<file path="src/rtl/lts_pkg.sv">
`timescale 1ns / 1ps

package lts_pkg;

  localparam int LENGTH_BITS_DEF = 24;
  localparam int MAX_LEN_W = 24;
  localparam int MAX_RESULTS = 3;

  localparam logic [7:0] BYTE_LF = 8'h0A;
  localparam logic [7:0] BYTE_CR = 8'h0D;

  // register indexes on the configuration port
  localparam logic [1:0] CFG_NEWLINE_MODE = 2'd0;
  localparam logic [1:0] CFG_KEEP_NEWLINE = 2'd1;
  localparam logic [1:0] CFG_MAX_LINE_LEN = 2'd2;

  // newline modes
  localparam logic [1:0] MODE_LF_ONLY = 2'd0;
  localparam logic [1:0] MODE_CRLF_LF = 2'd1;
  localparam logic [1:0] MODE_ANY     = 2'd2;

  localparam logic [MAX_LEN_W-1:0] MAX_LINE_LEN_RST = {MAX_LEN_W{1'b1}};

  typedef struct packed {
    logic [7:0] data;
    logic       bval;
    logic       lend;
    logic       lerr;
    logic       last;
  } result_t;

endpackage

</file>
<file path="src/rtl/line_terminator_splitter.sv">
`timescale 1ns / 1ps

// channel   direction  handshake                  payload
// in        input      in_valid / in_stall        in_byte, in_has_byte, in_stream_end
// out       output     out_valid / out_stall      out_byte, out_out_valid, out_line_end,
//                                                 out_length_error, out_last_result
// cfg       input      cfg_valid / cfg_ready      cfg_index, cfg_data
//
// a request is decoded in the cycle it is accepted and its 0 to 3 results land in a
// three-entry result buffer; one result leaves per cycle
// a request giving one result sustains one request per cycle while out_stall is low; one
// with more results holds in_stall while the buffer drains
// rst_n clears the line state, the sticky error and the registers, and empties the buffer
// out_stall holds the buffer head, and with it in_stall; cfg_ready is always high

module line_terminator_splitter #(
  parameter int LENGTH_BITS = lts_pkg::LENGTH_BITS_DEF
) (
  input  logic                          clk,
  input  logic                          rst_n,

  input  logic                          in_valid,
  output logic                          in_stall,
  input  logic [7:0]                    in_byte,
  input  logic                          in_has_byte,
  input  logic                          in_stream_end,

  output logic                          out_valid,
  input  logic                          out_stall,
  output logic [7:0]                    out_byte,
  output logic                          out_out_valid,
  output logic                          out_line_end,
  output logic                          out_length_error,
  output logic                          out_last_result,

  input  logic                          cfg_valid,
  output logic                          cfg_ready,
  input  logic [1:0]                    cfg_index,
  input  logic [lts_pkg::MAX_LEN_W-1:0] cfg_data
);

  localparam int LW = (LENGTH_BITS > lts_pkg::MAX_LEN_W) ? LENGTH_BITS : lts_pkg::MAX_LEN_W;
  localparam int NACT = 6;

  typedef enum logic [2:0] {
    ACT_NONE,
    ACT_EMIT,
    ACT_CLOSE,
    ACT_OPEN,
    ACT_HOLD,
    ACT_ENDCHK
  } act_t;

  // configuration
  logic [1:0]                    mode_r;
  logic                          keep_r;
  logic [lts_pkg::MAX_LEN_W-1:0] max_len_r;

  // line state
  logic [LENGTH_BITS-1:0] len_r, len_nxt;
  logic                   cr_r, cr_nxt;
  logic                   open_r, open_nxt;
  logic                   fail_r, fail_nxt;

  // result buffer
  lts_pkg::result_t buf_r [lts_pkg::MAX_RESULTS];
  logic [1:0]       occ_r, occ_nxt;
  logic [1:0]       head_r, head_nxt;

  lts_pkg::result_t res [lts_pkg::MAX_RESULTS];
  logic [1:0]       res_cnt;

  logic [LW-1:0]          max_ext, cap_ext, lim_ext;
  logic [LENGTH_BITS-1:0] lim;
  logic                   in_acc, out_acc;

  assign cfg_ready = 1'b1;
  assign max_ext   = LW'(max_len_r);
  assign cap_ext   = LW'({LENGTH_BITS{1'b1}});
  assign lim_ext   = (max_ext < cap_ext) ? max_ext : cap_ext;
  assign lim       = lim_ext[LENGTH_BITS-1:0];

  assign out_valid        = (occ_r != 2'd0);
  assign out_byte         = buf_r[head_r].data;
  assign out_out_valid    = buf_r[head_r].bval;
  assign out_line_end     = buf_r[head_r].lend;
  assign out_length_error = buf_r[head_r].lerr;
  assign out_last_result  = buf_r[head_r].last;

  assign out_acc  = out_valid && !out_stall;
  assign in_stall = (occ_r != 2'd0) && !((occ_r == 2'd1) && out_acc);
  assign in_acc   = in_valid && !in_stall;

  // decode the request into an action list, then run it against the line state
  always_comb begin
    act_t       kind [NACT];
    logic [7:0] abyte [NACT];
    logic [2:0] n;
    logic       skip_rest;
    logic       cr_at_end;
    logic       stop;
    logic       do_close;

    for (int i = 0; i < NACT; i++) begin
      kind[i]  = ACT_NONE;
      abyte[i] = 8'h00;
    end
    n         = 3'd0;
    skip_rest = 1'b0;

    if (!fail_r && in_has_byte) begin
      if (cr_r) begin
        if (in_byte == lts_pkg::BYTE_LF && mode_r != lts_pkg::MODE_LF_ONLY) begin
          // crlf pair ends the line, nothing else of this byte
          if (keep_r) begin
            kind[n] = ACT_EMIT; abyte[n] = lts_pkg::BYTE_CR; n = n + 3'd1;
            kind[n] = ACT_EMIT; abyte[n] = lts_pkg::BYTE_LF; n = n + 3'd1;
          end
          kind[n] = ACT_CLOSE; n = n + 3'd1;
          skip_rest = 1'b1;
        end else if (mode_r >= lts_pkg::MODE_ANY) begin
          if (keep_r) begin
            kind[n] = ACT_EMIT; abyte[n] = lts_pkg::BYTE_CR; n = n + 3'd1;
          end
          kind[n] = ACT_CLOSE; n = n + 3'd1;
        end else begin
          kind[n] = ACT_EMIT; abyte[n] = lts_pkg::BYTE_CR; n = n + 3'd1;
        end
      end
      if (!skip_rest) begin
        kind[n] = ACT_OPEN; n = n + 3'd1;
        if (in_byte == lts_pkg::BYTE_LF) begin
          if (keep_r) begin
            kind[n] = ACT_EMIT; abyte[n] = lts_pkg::BYTE_LF; n = n + 3'd1;
          end
          kind[n] = ACT_CLOSE; n = n + 3'd1;
        end else if (in_byte == lts_pkg::BYTE_CR && mode_r != lts_pkg::MODE_LF_ONLY) begin
          kind[n] = ACT_HOLD; n = n + 3'd1;
        end else begin
          kind[n] = ACT_EMIT; abyte[n] = in_byte; n = n + 3'd1;
        end
      end
    end

    cr_at_end = in_has_byte
              ? (!skip_rest && in_byte == lts_pkg::BYTE_CR && mode_r != lts_pkg::MODE_LF_ONLY)
              : cr_r;

    if (!fail_r && in_stream_end) begin
      if (cr_at_end) begin
        // held cr: terminator in mode any, else content closing the line
        if (mode_r < lts_pkg::MODE_ANY || keep_r) begin
          kind[n] = ACT_EMIT; abyte[n] = lts_pkg::BYTE_CR; n = n + 3'd1;
        end
        kind[n] = ACT_CLOSE;
      end else begin
        kind[n] = ACT_ENDCHK;
      end
    end

    len_nxt  = len_r;
    cr_nxt   = in_has_byte ? 1'b0 : cr_r;
    open_nxt = open_r;
    fail_nxt = fail_r;
    res_cnt  = 2'd0;
    stop     = 1'b0;
    for (int j = 0; j < lts_pkg::MAX_RESULTS; j++) begin
      res[j] = '0;
    end

    for (int i = 0; i < NACT; i++) begin
      do_close = 1'b0;
      if (!stop) begin
        case (kind[i])
          ACT_EMIT: begin
            if (len_nxt >= lim) begin
              if (res_cnt != 2'd3) begin
                res[res_cnt] = '{data: 8'h00, bval: 1'b0, lend: 1'b1, lerr: 1'b1, last: 1'b0};
                res_cnt = res_cnt + 2'd1;
              end
              fail_nxt = 1'b1;
              len_nxt  = '0;
              open_nxt = 1'b0;
              cr_nxt   = 1'b0;
              stop     = 1'b1;
            end else begin
              if (res_cnt != 2'd3) begin
                res[res_cnt] = '{data: abyte[i], bval: 1'b1, lend: 1'b0, lerr: 1'b0,
                                 last: 1'b0};
                res_cnt = res_cnt + 2'd1;
              end
              len_nxt = len_nxt + LENGTH_BITS'(1);
            end
          end
          ACT_CLOSE:  do_close = 1'b1;
          ACT_OPEN:   open_nxt = 1'b1;
          ACT_HOLD:   cr_nxt = 1'b1;
          ACT_ENDCHK: begin
            do_close = open_nxt;
            len_nxt  = '0;
            open_nxt = 1'b0;
            cr_nxt   = 1'b0;
          end
          default: ;
        endcase
        if (do_close) begin
          // line end goes onto the last byte result if it is still open
          if (res_cnt != 2'd0 && res[res_cnt-2'd1].bval && !res[res_cnt-2'd1].lend) begin
            res[res_cnt-2'd1].lend = 1'b1;
          end else if (res_cnt != 2'd3) begin
            res[res_cnt] = '{data: 8'h00, bval: 1'b0, lend: 1'b1, lerr: 1'b0, last: 1'b0};
            res_cnt = res_cnt + 2'd1;
          end
          len_nxt  = '0;
          open_nxt = 1'b0;
          cr_nxt   = 1'b0;
        end
      end
    end

    if (res_cnt != 2'd0) begin
      res[res_cnt-2'd1].last = 1'b1;
    end
  end

  always_comb begin
    occ_nxt  = occ_r;
    head_nxt = head_r;
    if (in_acc) begin
      occ_nxt  = res_cnt;
      head_nxt = 2'd0;
    end else if (out_acc) begin
      occ_nxt  = occ_r - 2'd1;
      head_nxt = head_r + 2'd1;
    end
  end

  always_ff @(posedge clk) begin
    if (!rst_n) begin
      mode_r    <= lts_pkg::MODE_LF_ONLY;
      keep_r    <= 1'b0;
      max_len_r <= lts_pkg::MAX_LINE_LEN_RST;
      len_r     <= '0;
      cr_r      <= 1'b0;
      open_r    <= 1'b0;
      fail_r    <= 1'b0;
      occ_r     <= 2'd0;
      head_r    <= 2'd0;
    end else begin
      if (cfg_valid && cfg_ready) begin
        case (cfg_index)
          lts_pkg::CFG_NEWLINE_MODE: mode_r    <= cfg_data[1:0];
          lts_pkg::CFG_KEEP_NEWLINE: keep_r    <= cfg_data[0];
          lts_pkg::CFG_MAX_LINE_LEN: max_len_r <= cfg_data;
          default: ;
        endcase
      end
      if (in_acc) begin
        len_r  <= len_nxt;
        cr_r   <= cr_nxt;
        open_r <= open_nxt;
        fail_r <= fail_nxt;
      end
      occ_r  <= occ_nxt;
      head_r <= head_nxt;
    end
  end

  always_ff @(posedge clk) begin
    if (in_acc) begin
      for (int j = 0; j < lts_pkg::MAX_RESULTS; j++) begin
        buf_r[j] <= res[j];
      end
    end
  end

`ifndef ASSERT_OFF
  a_occ_range: assert property (@(posedge clk) disable iff (!rst_n)
    occ_r != 2'd0 || !in_stall)
    else $error("stall raised with an empty result buffer");

  a_buf_bound: assert property (@(posedge clk) disable iff (!rst_n)
    out_valid |-> (32'(head_r) + 32'(occ_r) <= 32'(lts_pkg::MAX_RESULTS)))
    else $error("result buffer read past its last entry");

  a_failed_silent: assert property (@(posedge clk) disable iff (!rst_n)
    (fail_r && in_acc) |=> !out_valid)
    else $error("failed block produced a result");

  a_err_shape: assert property (@(posedge clk) disable iff (!rst_n)
    (out_valid && out_length_error) |-> (out_line_end && out_last_result && !out_out_valid))
    else $error("length error result malformed");
`endif

endmodule
</file>
<file path="config.mk">
export PLATFORM = sky130hd
export DESIGN_NAME = line_terminator_splitter
export DESIGN_NICKNAME = d
export VERILOG_FILES = /design/src/rtl/lts_pkg.sv /design/src/rtl/line_terminator_splitter.sv
export SDC_FILE = /design/constraint.sdc
export NUM_CORES = 1
export LEC_CHECK = 0
export ABC_AREA = 1
export BUFFER_PORTS_ARGS = -buffer_cell sky130_fd_sc_hd__buf_2
export CAP_MARGIN = 20
export CELL_PAD_IN_SITES_DETAIL_PLACEMENT = 0
export CELL_PAD_IN_SITES_GLOBAL_PLACEMENT = 1
export CORE_MARGIN = 2
export CORE_UTILIZATION = 42
export CTS_CLUSTER_SIZE = 25
export DETAILED_ROUTE_END_ITERATION = 10
export GPL_ROUTABILITY_DRIVEN = 0
export PLACE_DENSITY_LB_ADDON = 0.1
export SYNTH_ARGS = -nofsm -noshare
export SYNTH_HDL_FRONTEND = slang
export SYNTH_SLANG_ARGS = --single-unit
</file>
<file path="constraint.sdc">
create_clock -name clk -period 20.8 [get_ports clk]
set_input_delay 4.16 -clock clk [delete_from_list [all_inputs] [get_ports clk]]
set_output_delay 4.16 -clock clk [all_outputs]
set_load 0.02 [all_outputs]
</file>
==> metrics.md <==
| Metric | Value |
|---|---|
| Run status | `finished, final reports clean` |
| Port buffer count | `54` |
| Final period utilization | `between 90% and 100%` |
| Drt total wl | `75,600 um` |
| Leakage | `approximately 9.8 nW` |
| Drt pass-1 iters | `6` |
| Worst-case clock skew | `~29 ps` |
| Post-synthesis simple-gate area fraction | `38.3%` |
| Vias | `~21,000` |
| Period minus WS final | `~20,000 ps` |
| Antenna violation net count after detailed routing | `0` |
| Post-synthesis compound-gate area fraction | `~22%` |
| Row Count | `between 70 and 80` |
| Pin count of the biggest net entering global routing | `57` |
| PwrDens | `133 nW/um^2` |
| TritonCTS clock tree | `built` |
| FMAX | `approximately 0.050 GHz` |
| Worst Tran Pin Value | `roughly 900 ps` |
| Layout Nets | `about 3,300` |
| Syn Nets | `around 3,100` |
| WP buf/inv | `23` |
| Syn avg cell area | `6.03 sq um` |
| DR iter-0 viols | `~2,600` |
| Cell area after synthesis | `~18,000 sq um` |
| Vias per cell | `around 5.9` |
| Crit Path Class | `primary input to flop` |
| Clock Tree Root | `clkbuf_16` |
| Die W | `209 um` |
| Core area | `41,100 sq um` |
| Cts bufs inserted | `9` |
| CP Capture Type | `flop` |
| Die Y | `roughly 210 um` |
| Post-layout utilization of the core | `49.2%` |
| Register area share after synthesis | `roughly an eighth` |
| Ports | `56` |
| RSZ-0062 raised after global routing | `yes` |
| Worst IR Drop VDD | `around 0.08 mV` |
| Clk pin slew, worst setup/hold paths | `roughly 80 ps` |
| Ys flop type | `dfxtp_1` |
| Synthesis Warnings | `0` |
| Clk Latency, worst-skew pair | `about 410 ps` |
| Largest family of logic cells by synthesized area | `simple AND/OR/NAND/NOR gates` |
| P&R area growth vs syn | `15.1%` |
| All-layer global routing usage | `between 30% and 40%` |
| # DRC | `0` |
| Synth Area in Adders | `12.9%` |
| Initial Util | `between 40 and 50%` |
| XOR/XNOR share of the synthesized area | `between 2 and 2.5%` |
| Crit-path max FO | `6` |
| #FFs+latches synth | `between 90 and 100` |
| Post-synth EDFFs | `36` |
| CTS Hold Bufs | `0` |
| Clock Sinks | `96` |
| H-Tree Depth | `3` |
| Final HPWL DP | `approximately 60,000 um` |
| Fin. max-slew vios | `0` |
| Share of cells above drive strength 1 | `between 10% and 20%` |
| Per-cell routed wire length | `around 21 um` |
| Final setup fails | `0` |
| Post-Syn Instances | `approximately 2,900` |
| Area post-placement | `approximately 19,000 sq um` |
| Final Cell Area | `around 20,000 sq um` |
| Max stage delay on crit path | `between 300 and 400 ps` |
| Die area | `about 44,000 sq um` |
| # Max-Cap Violations | `0` |
| Relative slew slack | `38.5%` |
| Gr ovfl total | `0` |
| First-pass GRT wire length | `approximately 110,000 um` |
| Critical path data arrival time | `20,140 ps` |
| Mux cell area share after synthesis | `0%` |
| Vias in the first global route | `roughly 19,000` |
| Startpoint Class | `primary input` |
| CP max-delay cell | `o21ai_1` |
| Hold WS | `between 500 and 600 ps` |
| Hold Fails Final Rpt | `0` |
| Initial antenna violation count | `3` |
| Clock buffer depth | `2` |
| Asr flop ratio synth | `0%` |
| Delay-heaviest family, CP | `simple AND/OR/NAND/NOR gates` |
| Min-Delay Path Class | `flop to flop` |
| Required @ worst endpoint | `21,100 ps` |
| Distinct cells, synth | `81` |
Yosys cell counts (all sizes together) (2+ instances only):
library cell  instances  area [sq um]
nand2               666          2690
inv                 458          1720
nor2                355          1500
o21ai               242          1270
nand3               227          1330
ha                  182          2280
a21oi               166           865
nand4                67           472
nor3                 65           397
dfxtp                60          1200
o211ai               54           405
clkbuf               48           180
o22ai                44           275
xor2                 41           374
edfxtp               36          1080
nor4                 21           144
a31oi                20           131
buf                  13          75.1
a211oi               12           105
o21a                 11          82.6
o31ai                10          75.1
o32ai                10          87.6
and3                  9          56.3
clkinv                8          31.3
nand3b                8          63.8
o221ai                8          70.1
or2                   8          50.1
a21boi                7          52.6
a22oi                 6          45.0
o2111ai               6          52.6
o21bai                6          52.6
a21o                  5          37.5
a221oi                5          43.8
o311ai                5          43.8
a32oi                 4          35.0
nor3b                 3          22.5
o2bb2ai               3          26.3
xnor2                 3          26.3
a22o                  2          17.5
a311oi                2          17.5
a32o                  2          20.0
o41ai                 2          17.5
worst register-to-register path, delay by kind of cell (launching register included):
family / cells / cell delay, ps
AOI/OAI and AO/OA: 26 / 4970
adders and majority gates: 7 / 1770
buffers and inverters: 20 / 1880
DFF: 1 / 840
and+or+nand+nor: 49 / 7110
metrics by stage:
stage / setup TNS (ps) / setup slack [ps] / cells / power (mW)
final: 0 / 961 / 3606 / 2.70
after CTS: 0 / 69.4 / 3562 / 2.50
after global routing: -4310 / -242 / 3605 / 2.91
after global placement: 0 / 45.0 / 3546 / 2.27
after floorplan: 0 / 278 / 2919 / 1.68
after detailed placement: -24670 / -653 / 3546 / 2.28
cell usage in the layout (no fill, tap or decap), drive strengths merged, types with 36 or more instances in the layout:
cell type and count:
o211ai 54, o21ai 242, nand2 666, nand3 227, a21oi 166, inv 460, dfxtp 60, xor2 41
edfxtp 36, nor3 65, ha 182, nand4 67, nor2 355, buf 198, o22ai 44
kinds of logic (layout without fill, tap and decap cells):
family	count (synthesis)	in the layout
xor+xnor	44	44
simple gates	1431	1431
compound gates	638	638
fa+ha+maj	182	182
buf+inv	527	681
flops	96	96
other cells	1	2
state kept, by name (all words and copies together), names as in the netlist, 2 cells and up, named ones only:
name / flops
len_r: 24
buf_r: 36
max_ext: 24
occ_r: 2
mode_r: 2
head_r: 2
final timing paths:
| path | to | from | cells after the start | slack, ps |
|---|---|---|---|---|
| hold / removal | occ_r[1]$_SDFFE_PN0P_ | occ_r[1]$_SDFFE_PN0P_ | 2 | 530 |
| setup reg to reg | len_r[11]$_SDFFE_PN0P_ | cr_r$_SDFFE_PN0P_ | 102 | 4180 |
| setup / recovery | len_r[11]$_SDFFE_PN0P_ | in_byte[4] | 108 | 960 |
| hold reg to reg | occ_r[1]$_SDFFE_PN0P_ | occ_r[1]$_SDFFE_PN0P_ | 2 | 530 |
cell type report:
type | instances | area (sq um)
flip-flops and latches | 96 | 2280
diodes | 1 | 2.50
repair buffers | 199 | 1400
inverters | 466 | 1770
multi-input cells | 2296 | 13800
clock inverters | 6 | 76.3
well taps | 532 | 666
fillers | 4381 | 20900
clock buffers | 10 | 250
report_power, final:
part	leakage (nW)	internal, mW	switching, mW	total, mW
sequential	0.849	0.251	0.0455	0.297
combinational	8.79	0.721	1.48	2.20
clock	0.168	0.107	0.0908	0.198
total	9.81	1.08	1.62	2.70
layer usage:
metal / vias up / share of wire, % / track usage [%]
li1: 10200 / - / -
met1: 9900 / 46 / 48.8
met2: 1103 / 41 / 48.6
met5: - / 0.030 / 0
met4: 4 / 3.7 / 13.5
met3: 147 / 10 / 6.06
repair_timing:
action / 4_1_cts / 5_1_grt
setup buffers: 0 / 42
endpoints found under the setup margin: 45 / 65
pin swaps: 1 / 52
resized for setup: 5 / 131
gates cloned: 0 / 0
(Power assumes the default switching activity.)
